===== src/rtl/core/hslhp_pkg.sv =====
// Package for the HTTP status line and header parser.
// Holds the phase encoding, byte constants and the result record.
// No dependencies.
package hslhp_pkg;

    // Parse phases, one-hot.
    typedef enum logic [10:0] {
        PH_PREFIX = 11'b000_0000_0001,
        PH_MAJOR  = 11'b000_0000_0010,
        PH_DOT    = 11'b000_0000_0100,
        PH_MINOR  = 11'b000_0000_1000,
        PH_SP1    = 11'b000_0001_0000,
        PH_CODE0  = 11'b000_0010_0000,
        PH_CODE   = 11'b000_0100_0000,
        PH_TEXT   = 11'b000_1000_0000,
        PH_HDR    = 11'b001_0000_0000,
        PH_BODY   = 11'b010_0000_0000,
        PH_ERROR  = 11'b100_0000_0000
    } t_phase;

    typedef enum logic [1:0] {
        ST_OK        = 2'd0,
        ST_MALFORMED = 2'd1,
        ST_TRUNCATED = 2'd2
    } t_status;

    localparam logic [7:0] CH_CR    = 8'h0D;
    localparam logic [7:0] CH_LF    = 8'h0A;
    localparam logic [7:0] CH_SPACE = 8'h20;
    localparam logic [7:0] CH_DOT   = 8'h2E;
    localparam logic [7:0] CH_ZERO  = 8'h30;
    localparam logic [7:0] CH_ONE   = 8'h31;
    localparam logic [7:0] CH_NINE  = 8'h39;

    localparam logic [2:0] PREFIX_LAST = 3'd4;

    // Expected byte of the "HTTP/" prefix at a given position.
    function automatic logic [7:0] prefix_char(input logic [2:0] pos);
        logic [7:0] c;
        begin
            case (pos)
                3'd0:    c = 8'h48;
                3'd1:    c = 8'h54;
                3'd2:    c = 8'h54;
                3'd3:    c = 8'h50;
                3'd4:    c = 8'h2F;
                default: c = 8'h00;
            endcase
            return c;
        end
    endfunction

    typedef struct packed {
        t_status     parse_status;
        logic        minor_version;
        logic [15:0] status_code;
        logic [15:0] text_offset;
        logic [15:0] text_length;
        logic [15:0] header_length;
        logic [15:0] body_length;
    } t_result;

endpackage


===== src/rtl/core/hslhp_parser.sv =====
// Parse state and per-byte next-state logic of the HTTP status line parser.
// Takes one registered byte per step and emits the result record on the last byte.
// Depends on hslhp_pkg.
module hslhp_parser #(
    parameter int OFFSET_BITS = 16
) (
    input  logic               i_clk,
    input  logic               i_rst_n,
    input  logic               i_step,
    input  logic [7:0]         i_byte,
    input  logic               i_last,
    output logic               o_res_valid,
    output hslhp_pkg::t_result o_res
);
    import hslhp_pkg::*;

    localparam int OB = OFFSET_BITS;
    localparam logic [OB-1:0] POS_MAX = '1;

    t_phase        r_phase,     n_phase;
    logic          r_cr,        n_cr;
    logic [OB-1:0] r_pos,       n_pos;
    logic          r_ver,       n_ver;
    logic [15:0]   r_code,      n_code;
    logic [OB-1:0] r_tbeg,      n_tbeg;
    logic [OB-1:0] r_tsize,     n_tsize;
    logic [1:0]    r_tmatch,    n_tmatch;
    logic [OB-1:0] r_hend,      n_hend;

    logic          w_digit;
    logic [19:0]   w_code_sum;
    logic [OB-1:0] w_cr_at;
    logic [OB:0]   w_body_start;
    logic [OB:0]   w_pos_ext;
    logic [OB-1:0] w_body_len;
    logic [OB+15:0] w_ext_tbeg, w_ext_tsize, w_ext_hend, w_ext_body;

    always_comb begin
        n_phase  = r_phase;
        n_cr     = r_cr;
        n_ver    = r_ver;
        n_code   = r_code;
        n_tbeg   = r_tbeg;
        n_tsize  = r_tsize;
        n_tmatch = r_tmatch;
        n_hend   = r_hend;
        n_pos    = (r_pos != POS_MAX) ? r_pos + OB'(1) : POS_MAX;

        w_digit    = (i_byte >= CH_ZERO) && (i_byte <= CH_NINE);
        w_code_sum = ({4'b0, r_code} << 3) + ({4'b0, r_code} << 1) + {16'b0, i_byte[3:0]};
        w_cr_at    = (r_pos != '0) ? r_pos - OB'(1) : '0;

        case (r_phase)
            PH_PREFIX: begin
                if ((r_pos > OB'(PREFIX_LAST)) || (i_byte != prefix_char(r_pos[2:0]))) begin
                    n_phase = PH_ERROR;
                end else if (r_pos == OB'(PREFIX_LAST)) begin
                    n_phase = PH_MAJOR;
                end
            end
            PH_MAJOR: n_phase = (i_byte == CH_ONE) ? PH_DOT : PH_ERROR;
            PH_DOT:   n_phase = (i_byte == CH_DOT) ? PH_MINOR : PH_ERROR;
            PH_MINOR: begin
                n_ver   = (i_byte == CH_ONE);
                n_phase = PH_SP1;
            end
            PH_SP1:   n_phase = (i_byte == CH_SPACE) ? PH_CODE0 : PH_ERROR;
            PH_CODE0, PH_CODE: begin
                if (w_digit) begin
                    n_code  = (w_code_sum > 20'd65535) ? 16'hFFFF : w_code_sum[15:0];
                    n_phase = PH_CODE;
                end else if ((r_phase == PH_CODE) && (i_byte == CH_SPACE)) begin
                    n_tbeg  = n_pos;
                    n_cr    = 1'b0;
                    n_phase = PH_TEXT;
                end else begin
                    n_phase = PH_ERROR;
                end
            end
            PH_TEXT: begin
                if (r_cr && (i_byte == CH_LF)) begin
                    n_tsize  = (w_cr_at > r_tbeg) ? w_cr_at - r_tbeg : '0;
                    n_cr     = 1'b0;
                    n_tmatch = 2'd2;
                    n_phase  = PH_HDR;
                end else begin
                    n_cr = (i_byte == CH_CR);
                end
            end
            PH_HDR: begin
                // The search starts at the CR of the status line, so the match
                // count is already two when the header block begins.
                if (!r_tmatch[0]) begin
                    n_tmatch = (i_byte == CH_CR) ? r_tmatch + 2'd1 : 2'd0;
                end else if (i_byte == CH_LF) begin
                    if (r_tmatch == 2'd3) begin
                        n_hend   = (r_pos >= OB'(3)) ? r_pos - OB'(3) : '0;
                        n_phase  = PH_BODY;
                        n_tmatch = 2'd0;
                    end else begin
                        n_tmatch = 2'd2;
                    end
                end else begin
                    n_tmatch = (i_byte == CH_CR) ? 2'd1 : 2'd0;
                end
            end
            default: ;
        endcase

        w_body_start = {1'b0, n_hend} + (OB+1)'(4);
        w_pos_ext    = {1'b0, n_pos};
        w_body_len   = (w_pos_ext > w_body_start) ? OB'(w_pos_ext - w_body_start) : '0;

        // Widen first so the 16-bit slice works for any offset width.
        w_ext_tbeg  = {16'b0, n_tbeg};
        w_ext_tsize = {16'b0, n_tsize};
        w_ext_hend  = {16'b0, n_hend};
        w_ext_body  = {16'b0, w_body_len};

        o_res = '0;
        if (n_phase == PH_BODY) begin
            o_res.parse_status  = ST_OK;
            o_res.minor_version = n_ver;
            o_res.status_code   = n_code;
            o_res.text_offset   = w_ext_tbeg[15:0];
            o_res.text_length   = w_ext_tsize[15:0];
            o_res.header_length = w_ext_hend[15:0];
            o_res.body_length   = w_ext_body[15:0];
        end else if (n_phase == PH_ERROR) begin
            o_res.parse_status = ST_MALFORMED;
        end else begin
            o_res.parse_status = ST_TRUNCATED;
        end
        o_res_valid = i_step && i_last;
    end

    always_ff @(posedge i_clk) begin
        if (!i_rst_n || (i_step && i_last)) begin
            r_phase  <= PH_PREFIX;
            r_cr     <= 1'b0;
            r_pos    <= '0;
            r_ver    <= 1'b0;
            r_code   <= '0;
            r_tbeg   <= '0;
            r_tsize  <= '0;
            r_tmatch <= '0;
            r_hend   <= '0;
        end else if (i_step) begin
            r_phase  <= n_phase;
            r_cr     <= n_cr;
            r_pos    <= n_pos;
            r_ver    <= n_ver;
            r_code   <= n_code;
            r_tbeg   <= n_tbeg;
            r_tsize  <= n_tsize;
            r_tmatch <= n_tmatch;
            r_hend   <= n_hend;
        end
    end

endmodule


===== src/rtl/core/http_status_line_header_parser.sv =====
// Top level of the HTTP response status line and header boundary parser.
// Input byte register, parse state, and result register with handshakes.
// Depends on hslhp_pkg and hslhp_parser.
//
//  channel  | valid    | stall    | payload
//  ---------+----------+----------+------------------------------------------
//  input    | i_valid  | o_stall  | i_resp_byte, i_is_final_byte
//  result   | o_valid  | i_stall  | o_parse_status ... o_body_length
//
// One byte is accepted per cycle while o_stall is low. An accepted byte is held in
// the input register; when it leaves, the parse state updates and, for a final byte,
// the result register loads and o_valid rises from that register.
// Reset returns the parser to the prefix phase. A held result stalls only a
// final byte waiting in the input register; other bytes keep flowing.
module http_status_line_header_parser #(
    parameter int OFFSET_BITS = 16
) (
    input  logic        i_clk,
    input  logic        i_rst_n,
    input  logic        i_valid,
    output logic        o_stall,
    input  logic [7:0]  i_resp_byte,
    input  logic        i_is_final_byte,
    output logic        o_valid,
    input  logic        i_stall,
    output logic [1:0]  o_parse_status,
    output logic        o_minor_version,
    output logic [15:0] o_status_code,
    output logic [15:0] o_text_offset,
    output logic [15:0] o_text_length,
    output logic [15:0] o_header_length,
    output logic [15:0] o_body_length
);
    import hslhp_pkg::*;

    logic       r_in_valid;
    logic [7:0] r_in_byte;
    logic       r_in_last;
    logic       r_out_valid;
    t_result    r_out;

    logic       w_out_free;
    logic       w_advance;
    logic       w_in_take;
    logic       w_res_valid;
    t_result    w_res;

    assign w_out_free = !r_out_valid || !i_stall;
    assign w_advance  = r_in_valid && (!r_in_last || w_out_free);
    assign o_stall    = r_in_valid && !w_advance;
    assign w_in_take  = i_valid && !o_stall;

    hslhp_parser #(
        .OFFSET_BITS(OFFSET_BITS)
    ) u_parser (
        .i_clk      (i_clk),
        .i_rst_n    (i_rst_n),
        .i_step     (w_advance),
        .i_byte     (r_in_byte),
        .i_last     (r_in_last),
        .o_res_valid(w_res_valid),
        .o_res      (w_res)
    );

    always_ff @(posedge i_clk) begin
        if (!i_rst_n) begin
            r_in_valid <= 1'b0;
        end else if (w_in_take) begin
            r_in_valid <= 1'b1;
        end else if (w_advance) begin
            r_in_valid <= 1'b0;
        end
    end

    always_ff @(posedge i_clk) begin
        if (w_in_take) begin
            r_in_byte <= i_resp_byte;
            r_in_last <= i_is_final_byte;
        end
    end

    always_ff @(posedge i_clk) begin
        if (!i_rst_n) begin
            r_out_valid <= 1'b0;
        end else if (w_res_valid) begin
            r_out_valid <= 1'b1;
        end else if (!i_stall) begin
            r_out_valid <= 1'b0;
        end
    end

    always_ff @(posedge i_clk) begin
        if (w_res_valid) begin
            r_out <= w_res;
        end
    end

    assign o_valid         = r_out_valid;
    assign o_parse_status  = r_out.parse_status;
    assign o_minor_version = r_out.minor_version;
    assign o_status_code   = r_out.status_code;
    assign o_text_offset   = r_out.text_offset;
    assign o_text_length   = r_out.text_length;
    assign o_header_length = r_out.header_length;
    assign o_body_length   = r_out.body_length;

endmodule


===== config.mk =====
export PLATFORM = sky130hd
export DESIGN_NAME = http_status_line_header_parser
export DESIGN_NICKNAME = d
export VERILOG_FILES = /design/src/rtl/core/hslhp_pkg.sv /design/src/rtl/core/hslhp_parser.sv /design/src/rtl/core/http_status_line_header_parser.sv
export SDC_FILE = /design/constraint.sdc
export NUM_CORES = 1
export LEC_CHECK = 0
export ABC_AREA = 1
export BUFFER_PORTS_ARGS = -buffer_cell sky130_fd_sc_hd__buf_2
export CAP_MARGIN = 25
export CORE_UTILIZATION = 63
export CTS_BUF_LIST = sky130_fd_sc_hd__clkbuf_4
export DETAILED_ROUTE_END_ITERATION = 8
export GPL_TIMING_DRIVEN = 0
export PLACE_DENSITY = 0.89
export SYNTH_ARGS = -nofsm -noshare
export SYNTH_HDL_FRONTEND = slang
export SYNTH_HIERARCHICAL = 1
export SYNTH_SLANG_ARGS = --single-unit

===== constraint.sdc =====
create_clock -name i_clk -period 5.3 [get_ports i_clk]
set_input_delay 1.06 -clock i_clk [delete_from_list [all_inputs] [get_ports i_clk]]
set_output_delay 1.06 -clock i_clk [all_outputs]
set_load 0.01 [all_outputs]

# [Word level (Yosys, flattened, before mapping)]
# Index checks and enable logic that the tools add are counted.
[classes] n_reduce_logical=27 addsub=9 mux=47 eq_ne=28 n_lt_le_gt_ge=7
[ops] op="two-way mux 16 bit" count=16
[ops] op="two-way mux 11 bit" count=11
[ops] op="case mux 11 bit (8 select lines)" count=1
[ops] op="subtractor 16 bit" count=2
[ops] op="case mux 7 bit (4 select lines)" count=1
[ops] op="== test 8 x 6 -> 1 bit (second input constant)" count=3
[ops] op="adder 19 x 17 -> 20 bit" count=1
[ops] op="adder 20 x 4 -> 20 bit" count=1
[ops] op="greater-than comparator 20 x 16 -> 1 bit (second input constant)" count=1
[ops] op="adder 16 x 3 -> 17 bit (second input constant)" count=1
[ops] op="greater-than comparator 16 x 17 -> 1 bit" count=1
[ops] op="adder 16 x 1 -> 16 bit (second input constant)" count=1
[ops] op="== test 16 x 3 -> 1 bit (second input constant)" count=1
[ops] op="== test 8 x 4 -> 1 bit (second input constant)" count=2
[ops] op=">= comparator 16 x 2 -> 1 bit (second input constant)" count=1
[ops] op="greater-than comparator 16 bit" count=1
[ops] op="greater-than comparator 16 x 3 -> 1 bit (second input constant)" count=1
[ops] op="inequality test 16 bit (second input constant)" count=1
[ops] op="nonzero test 16 bit" count=1
[ops] op="subtractor 16 x 1 -> 16 bit (second input constant)" count=1
[ops] op="subtractor 16 x 2 -> 16 bit (second input constant)" count=1
[ops] op="two-way mux 2 bit" count=6
[ops] op="== test 11 x 1 -> 1 bit (second input constant)" count=1
[ops] op="== test 11 x 10 -> 1 bit (second input constant)" count=1
[ops] op="32 further kinds" count=60
[totals] out_inout_bits=85 word_cells=138 regBits=189 in_bits=13

# [Longest topological paths before layout]
# Gate-level depths: netlist of run 1.
[logic_depth] word_depth=10 depth_mapped=26 ltp_nobuf=26

# [Hierarchy]
# The synthesis of run 1 kept the hierarchy.
[by_module_without_submodules] module="hslhp_parser" seq_area_each_um2=1901.8 area_per_inst_um2=9867.0 instances=1 cells_per_inst=1642
[by_module_without_submodules] module="http_status_line_header_parser" seq_area_each_um2=2802.7 area_per_inst_um2=2850.2 instances=1 cells_per_inst=105

# [Least setup slack after synthesis of run 1]
# OpenSTA, ideal clock, no wires.
[synth_path] path_kind="flip-flop to flip-flop" from="register r_in_byte[7]" to="register r_out, in the netlist o_body_length[10] (data pin)" setup_time_ps=252 arrival_time_ps=3460 n_path_buf=1 t_required_ps=5048 synth_period_minus_slack_ps=3712 path_stages_with_launch=25 path_slack_ps=1588 cell_sequence="edfxtp_1 -> nor2_1 -> nand3_1 -> nor2_4 -> nand3_2 -> nor2_2 -> nand2_2 -> o22ai_1 -> ha_1 -> nand2_1 -> nor2_2 -> nand3_1 -> xor2_1 -> ha_1 -> a21oi_1 -> o21ai_0 -> a21oi_1 -> nand2_1 -> nor2_1 -> o21bai_1 -> nand2_1 -> a21oi_1 -> nand2_4 -> buf_12 -> nor2_2"
[synth_between] elab_chain_cells=7 word_cells_on_any_way=29 classes_between="2 x add/sub; 3 x order compare; 6 x eq/ne; 13 x mux; 5 x reduce/logical"
[synth_rtl] item="start: declaration" line="http_status_line_header_parser.sv:37" source="logic [7:0] r_in_byte;"
[synth_rtl] item="start signal: assignment" line="http_status_line_header_parser.sv:77" source="r_in_byte <= i_resp_byte;"
[synth_rtl] item="== test 8 x 4 -> 1 bit (*)" line="hslhp_parser.sv:95" source="end else if (i_byte == CH_LF) begin"
[synth_rtl] item="two-way mux 16 bit (*)" line="hslhp_parser.sv:95"
[synth_rtl] item="two-way mux 16 bit (*)" line="hslhp_parser.sv:93" source="if (!r_tmatch[0]) begin"
[synth_rtl] item="two-way mux 16 bit (*)" line="hslhp_parser.sv:53" source="case (r_phase)"
[synth_rtl] item="net u_parser.n_hend[2]" line="hslhp_parser.sv:28" source="logic [OB-1:0] r_hend, n_hend;"
[synth_rtl] item="adder 16 x 3 -> 17 bit (*)" line="hslhp_parser.sv:110" source="w_body_start = {1'b0, n_hend} + (OB+1)'(4);"
[synth_rtl] item="greater-than comparator 16 x 17 -> 1 bit" line="hslhp_parser.sv:112" source="w_body_len = (w_pos_ext > w_body_start) ? OB'(w_pos_ext - w_body_start) : '0;"
[synth_rtl] item="AND reduction 2 bit (no source line)"
[synth_rtl] item="end signal: assignment" line="http_status_line_header_parser.sv:94" source="r_out <= w_res;"
[synth_rtl] item="end: declaration" line="http_status_line_header_parser.sv:40" source="t_result r_out;"
# The timed path passes the listed nets; every way through them passes the cells marked *.
# A chain may end at the register's enable or synchronous reset.

# [Worst setup path in the final report of run 1]
[layout_path] from="register u_parser.r_pos[0]" to="register r_out, in the netlist o_body_length[7] (data pin)"
[layout_between] word_cells_on_any_way=30 classes_between="4 x add/sub; 3 x order compare; 8 x eq/ne; 11 x mux; 4 x reduce/logical"
[layout_rtl] item="start: declaration" line="hslhp_parser.sv:22" source="logic [OB-1:0] r_pos, n_pos;"
[layout_rtl] item="start signal: assignment" line="hslhp_parser.sv:151" source="r_pos <= n_pos;"
[layout_rtl] item="subtractor 16 x 2 -> 16 bit or >= comparator 16 x 2 -> 1 bit (tied branches)" line="hslhp_parser.sv:97" source="n_hend = (r_pos >= OB'(3)) ? r_pos - OB'(3) : '0;"
[layout_rtl] item="two-way mux 16 bit (*)" line="hslhp_parser.sv:97"
[layout_rtl] item="two-way mux 16 bit (*)" line="hslhp_parser.sv:96" source="if (r_tmatch == 2'd3) begin"
[layout_rtl] item="two-way mux 16 bit (*)" line="hslhp_parser.sv:95"
[layout_rtl] item="two-way mux 16 bit (*)" line="hslhp_parser.sv:93"
[layout_rtl] item="two-way mux 16 bit (*)" line="hslhp_parser.sv:53"
[layout_rtl] item="net u_parser.n_hend[2]" line="hslhp_parser.sv:28"
[layout_rtl] item="adder 16 x 3 -> 17 bit (*)" line="hslhp_parser.sv:110"
[layout_rtl] item="greater-than comparator 16 x 17 -> 1 bit" line="hslhp_parser.sv:112"
[layout_rtl] item="AND reduction 2 bit (no source line)"
# The timed path passes the listed nets; every way through them passes the cells marked *. The select of a mux whose other input is x is not followed.

==> metrics.md, run 1 <==
| Metric | Value |
|---|---|
| Status | finished, final reports clean |
| Number of top-level pins | 98 |
| Peak-usage layer in the global routing report | met2 |
| Final hold slack | 494 ps |
| Syn Inst Count | 1747 |
| Worst R2R End | o_body_length[7] |
| Clock transition at path regs | 140 ps |
| Internal | 2.27 mW |
| Final instance area | 13800 sq um |
| Max-Cap Viols | 0 |
| Worst Path Max Fanout | 10 |
| Final Setup Violations | 0 |
| Worst Hold Launch | u_parser/r_tmatch[1] |
| R2R Path Start | u_parser/r_pos[0] |
| Sum Neg Setup Slack | 0 ps |
| Hold-fix buffer count after cts | 0 |
| Die Wd | 144 um |
| Die Ht | 144 um |
| CP Class | reg2reg |
| Sw Ratio | 0.359 |
| Met2 GRT Util | 0.610 |
| Core area | 19700 sq um |
| Area contributors post-synth | edfxtp_1 22%, dfxtp_1 15%, nand2_1 9.2%, inv_1 7.6%, ha_1 7.1% |
| Max VDD drop | 0.155 mV |
| Synthesized flop and latch total | 189 |
| Global-route wire length before repair | 59000 um |
| R2r setup slk | 490 ps |
| Post-route ant nets | 0 |
| Wire per inst | 17.8 um |
| Drt first pass iters | 5 |
| Hold Path Class | reg2reg |
| Pins Over Slew Limit | 0 |
| FP Rows | 51 |
| Total power | 3.54 mW |
| Area leader, netlist | edfxtp_1 |
| Worst hold endpoint | u_parser/r_tmatch[1] |
| Part of the power in registers | 0.461 |
| DRT Wirelength | 38300 um |
| Number of global-route vias before repair | 11.4k |
| Clock sinks | 189 |
| Initial antenna violation count | 1 |
| Setup bufs post-CTS | 0 |
| RSZ-0062 raised after global routing | false |
| Worst Hold Depth | 2 |
| Fin. Hold Viols | 0 |
| Fmax | 0.208 GHz |
| Total Routing Usage GR | 0.377 |
| Measured slew at the worst slew-check pin | 1030 ps |
| Fin Clk Skew | 31.1 ps |
| Power per cell area | 255 nW/um^2 |
| Syn Area/Cell | 7.28 sq um |
| Syn Nets | 1836 |
| Met1 usage | 0.499 |
| Worst setup path start | u_parser/r_pos[0] |
| CTS resizes | 0 |
| Crit path capture type | register |
| Clock Tree Root | clkbuf_4 |
| Seq/Total Area, Yosys | 0.370 |
| Cell variety after synth | 49 |
| Min Tclk post-route | 4810 ps |
| NetSw | 1.27 mW |
| Routed vias/inst | 5.79 |
| DRC viols | 0 |
| Layout net count | 1953 |
| GR Overflow Total | 0 |
| Pin count of the biggest net entering global routing | 51 |
| Initial Util | 0.647 |
| LEAKAGE | 6.45 nW |
| Post-DP Area | 13600 sq um |
| Clk buf depth | 2 |
| Register-to-Register Path Depth | 24 |
| CTS tree | done |
| Ys Warns | 6 |
| H-tree depth | 4 |
| Top cell type's share of synthesized area | 0.217 |
| Fraction of layout cells with a size suffix above 1 | 0.127 |
| Total number of vias | 12.4k |
| Logic pwr share | 0.318 |
| Startpoint types | register |
| Synth Cell Area | 12700 sq um |
| Detailed placer's ending HPWL | 29800 um |
| Initial DRC count | 1206 |
| Later-pin clock latency in the skew report | 580 ps |
| Routability cong. | 1.01 |
| Critical Path RT | 5740 ps |
| Die Area | 20800 sq um |
| Max-Slew Margin vs Limit | 0.310 |
| Port buffer count | 97 |
| Met3 GRT Util | 0.0662 |
| # fillers | 1709 |
| Final Cycle Share | 0.908 |
| Area Growth Syn to Fin | 8.86% |
| CTS buffer count | 17 |
| Clock share of power | 0.222 |
| CP arrival | 5260 ps |
[per-layer routing]
metal / routed length, um / vias up
li1: - / 5965
met1: 16200 / 5707
met2: 17500 / 671
met3: 3390 / 87
met4: 1170 / 0
met5: 0 / -
[cells in the final DEF, fill, tap and decap left out, types with 4 or more instances in the layout]
cell type  instances
ha_1              72
clkbuf_4          20
edfxtp_1          92
o21ai_0          118
nor2_2            20
nand3b_1          12
a31oi_1            7
clkbuf_1          36
buf_2            111
xnor2_1           18
diode_2            4
xor2_1            40
nor2_4             9
nand2_2           18
nand2_1          312
nor3_1            21
nand3_1          124
clkinv_1           4
or2_2             21
nor2_1           198
nor3b_1            5
a21oi_1          145
dfxtp_1           97
a21o_1             6
fa_1               4
inv_1            255
o22ai_1           11
inv_2             11
o211ai_1          19
nand4_1           19
[how the worst max path moves through the flow]
stage	end	slack [ps]	depth (start not counted)
final	o_body_length[7]	490	24
after global routing	o_body_length[8]	180	26
after CTS	o_body_length[14]	640	24
after detailed placement	o_body_length[8]	720	24
after global placement	o_body_length[6]	810	24
after floorplan	o_body_length[10]	1590	24
[through the flow]
stage	worst slack (ps)	utilization	cells
6_report	489	0.704	2146
5_1_grt	185	0.704	2143
4_1_cts	645	0.704	2142
3_5_place_dp	725	0.690	2110
3_3_place_gp	809	0.689	2109
2_1_floorplan	1590	-	1747
[power groups by stage]
stage | Clock (mW) | Combinational (mW) | Sequential (mW)
finish | 0.784 | 1.12 | 1.63
global route | 0.857 | 1.24 | 1.64
CTS | 0.801 | 1.10 | 1.63
detailed placement | 0 | 1.09 | 1.66
global placement | 0 | 1.07 | 1.66
floorplan | 0 | 0.808 | 1.66
[Yosys cell counts, drive strengths merged]
| master | instances |
|---|---|
| nand2 | 331 |
| inv | 267 |
| nor2 | 227 |
| a21oi | 145 |
| nand3 | 127 |
| o21ai | 123 |
| dfxtp | 97 |
| edfxtp | 92 |
| ha | 72 |
| xor2 | 40 |
| clkbuf | 37 |
| nor3 | 25 |
| or2 | 23 |
| buf | 21 |
| nand4 | 20 |
| o211ai | 19 |
| xnor2 | 18 |
| nand3b | 12 |
| o22ai | 11 |
| a31oi | 7 |
| a21o | 6 |
| nor3b | 5 |
| fa | 4 |
| nor4 | 3 |
| o21a | 3 |
| o21bai | 3 |
| a211oi | 2 |
| a21boi | 2 |
| and2 | 2 |
| and3 | 2 |
| o311ai | 1 |
[final cells by class]
type                       count  area, sq um  share of cell area
sequential                   189         4700               0.340
timing repair buffer          98          513              0.0371
buffer                        58          272              0.0196
clock inverter                12          120             0.00868
clock buffer                  20          150              0.0108
inverter                     267         1000              0.0726
antenna                        4         10.0            0.000723
multi-input combinational   1233         6740               0.487
tap                          265          332              0.0239
[registers in the layout, indices dropped and copies added, names as in the netlist, 2 cells and up]
signal	cells
o_parse_status	2
u_parser/r_tmatch	2
o_text_offset	16
u_parser/r_hend	16
r_in_byte	8
o_header_length	16
u_parser/r_tsize	16
o_text_length	16
u_parser/r_phase	11
u_parser/r_pos	16
u_parser/r_tbeg	16
o_status_code	16
o_body_length	16
u_parser/r_code	16
[cell families (layout without fill, tap and decap cells)]
group                    after synthesis  in the layout  share of synthesized area
flip-flops                           189            189                      0.370
adder cells (fa/ha/maj)               76             76                     0.0771
AND/OR/NAND/NOR                      777            777                      0.276
other                                  0              4                          0
AO/OA/AOI/OAI                        322            322                      0.137
buffers and inverters                325            455                      0.100
XOR/XNOR                              58             58                     0.0399
[critical path: stages (launching register included)]
cell and delay (ps):
dfxtp_1 510, ha_1 230, inv_1 90, nand2_1 180, nor2_2 90, nand2_2 200, nand2_2 190, o22ai_1 470
ha_1 290, nand2_1 80, nor2_2 220, nand3_1 120, xor2_1 190, ha_1 400, nand2_1 80, nor2_1 150
nand3_1 100, nand2_1 160, nor2_1 60, o21bai_1 190, nand2_1 100, a21oi_1 240, nand2_4 130, buf_12 160
nor2_2 70
(Power assumes the default switching activity.)
==> inputs of run 2 (changes only) <==
Settings changed: CORE_ASPECT_RATIO set to 0.9.
==> metrics.md, run 2 (synthesis gave the netlist of run 1 again) <==
| Metric | Value |
|---|---|
| Startpoint types | register |
| Total Routing Usage GR | 0.371 (-0.00595) |
| Layout net count | 1953 (unchanged) |
| Die Area | 20800 sq um (about the same) |
| # fillers | 1636 (-4.3%) |
| LEAKAGE | 6.44 nW (-0.27%) |
| Fin Clk Skew | 29.1 ps (-2.05 ps) |
| Met1 Wirelength | 15900 um (-2.1%) |
| GR Overflow Total | 0 (unchanged) |
| Met2 WL post-DR | 16600 um (-5.2%) |
| Fin. Hold Viols | 0 (unchanged) |
| Critical Path RT | 5670 ps (-70 ps) |
| CP arrival | 5180 ps (-80 ps) |
| Max-Slew Margin vs Limit | 0.301 (-0.00920) |
| Placed Cells | 2095 (-0.71%) |
| CTS resizes | 0 (unchanged) |
| Routability cong. | 1.03 (+2.9%) |
| Routed vias/inst | 5.88 (+1.5%) |
| Most frequent cells in the layout | 312 x nand2_1, 255 x inv_1, 198 x nor2_1 |
| Die Ht | 137 um (-5.1%) |
| Max-Cap Viols | 0 (unchanged) |
| Clock Tree Root | clkbuf_4 |
| Most frequent cell on the critical path | nor2_2 |
| Pin count of the biggest net entering global routing | 50 (-2.0%) |
| Max layer used | met4 |
| Setup slack at placement | 617 ps (-108 ps) |
| Die Wd | 152 um (+5.3%) |
| Max VDD drop | 0.188 mV (+22%) |
| Wire per inst | 17.9 um (+0.20%) |
| H-tree depth | 4 (unchanged) |
| CTS tree | done |
| Initial Util | 0.654 (+0.00649) |
| CP max-delay cell | edfxtp_1 |
| CP Class | reg2reg |
| RSZ-0062 raised after global routing | false |
| Largest stage delay on the critical path | 550 ps (+40 ps) |
| Drt first pass iters | 6 (+1) |
| Sum Neg Setup Slack | 0 ps (unchanged) |
| DRC viols | 0 (unchanged) |
| CTS buffer count | 17 (unchanged) |
| Power per cell area | 253 nW/um^2 (-0.75%) |
| Hold Path Class | reg2reg |
| Status | finished, final reports clean |
| Min Tclk post-route | 4820 ps (+6.04 ps) |
| Worst path top cell family by delay | simple AND/OR/NAND/NOR gates |
| DRT Wirelength | 38000 um (-0.64%) |
| Setup bufs post-CTS | 0 (unchanged) |
| Worst Path Max Fanout | 10 (unchanged) |
| Area Growth Syn to Fin | 8.58% |
| Final Cycle Share | 0.909 (+0.00114) |
| Core area | 19500 sq um (-0.99%) |
| Initial DRC count | 1375 (+14%) |
| Final Setup Violations | 0 (unchanged) |
| Clk buf depth | 2 (unchanged) |
| Number of global-route vias before repair | 11.0k (-3.3%) |
| Fin cells | 2128 (-0.84%) |
| Hold-fix buffer count after cts | 0 (unchanged) |
| FP Rows | 48 (-5.9%) |
| Global-route wire length before repair | 58200 um (-1.3%) |
| Crit path capture type | register |
| Final WS setup | 483 ps (-6.04 ps) |
| Cell breakdown of the critical path | inv_2, nor2_4, nand2_2, nor2_4, nand3_2, nor2_2, nand2_2, o22ai_1, ha_1, nand2_1, nor2_2, nand3_1, xor2_1, ha_1, nand2_1, nor4_1, nand4_1, nor4_1, a21oi_1, nand2_4, buf_12, nor2_2 |
| Most common library cell in the layout ignoring fill and taps | nand2_1 |
| Fraction of layout cells with a size suffix above 1 | 0.128 (+0.00107) |
| Pins Over Slew Limit | 0 (unchanged) |
| Detailed placer's ending HPWL | 29800 um (-0.13%) |
| Clock sinks | 189 (unchanged) |
| Measured slew at the worst slew-check pin | 1040 ps (+5.07 ps) |
| Port buffer count | 97 (unchanged) |
| Fmax | 0.208 GHz (-0.13%) |
| Clock transition at path regs | 170 ps (+30 ps) |
| Met3 WL | 4390 um (+30%) |
| Total number of vias | 12.5k (+0.62%) |
| Initial antenna violation count | 1 (unchanged) |
| Post-route ant nets | 0 (unchanged) |
| Later-pin clock latency in the skew report | 600 ps (+20 ps) |
| Final core occ | 0.710 (+0.00520) |
| Number of top-level pins | 98 (unchanged) |
| Buffers and inverters on the worst path | 2 (unchanged) |
[run 2: cell count changes in the layout (fill, tap and decap cells not counted), sizes merged]
cell / previous run / this run
bufinv: 2 / 0
clkbuf: 57 / 54
clkinv: 7 / 5
clkinvlp: 0 / 3
diode: 4 / 1
inv: 270 / 274
[run 2: worst paths after layout]
kind                                           start              endpoint  slack [ps]  cells past startpoint
worst max-delay path                    r_in_byte[3]      o_body_length[7]         480                     22
worst min-delay path            u_parser/r_tmatch[1]  u_parser/r_tmatch[1]         490                      2
worst max register to register          r_in_byte[3]      o_body_length[7]         480                     22
worst min register to register  u_parser/r_tmatch[1]  u_parser/r_tmatch[1]         490                      2
[run 2: layout make-up]
class,count,area [sq um],area share
clock buffer,17,128,0.00924
timing repair buffer,98,513,0.0372
multi-input combinational,1233,6740,0.488
antenna,1,2.50,0.000181
tap,250,313,0.0227
sequential,189,4700,0.341
inverter,267,1000,0.0728
clock inverter,15,133,0.00960
buffer,58,272,0.0197
[run 2: worst min-delay path, cell delays in order, from the launching register on]
cell     delay (ps)
dfxtp_1         350
nand2_1          60
a21oi_1          50
[run 2: through the flow]
stage	hold WS (ps)	area, sq um	power [mW]
floorplan	444	12700	2.47
global placement	454	13500	2.71
detailed placement	464	13500	2.74
CTS	483	13800	3.48
global route	521	13800	3.68
finish	486	13800	3.50
[run 2: layer usage]
| metal | vias to the layer above | track usage |
|---|---|---|
| met5 | - | 0 |
| met1 | 5759 | 0.518 |
| met2 | 727 | 0.572 |
| li1 | 5950 | - |
| met4 | 0 | 0.123 |
| met3 | 71 | 0.0740 |
[run 2: where the power goes]
part	internal, mW	total, mW	switching, mW
Clock	0.204	0.754	0.549
Sequential	1.59	1.63	0.0430
Combinational	0.385	1.12	0.732
Total	2.18	3.50	1.32
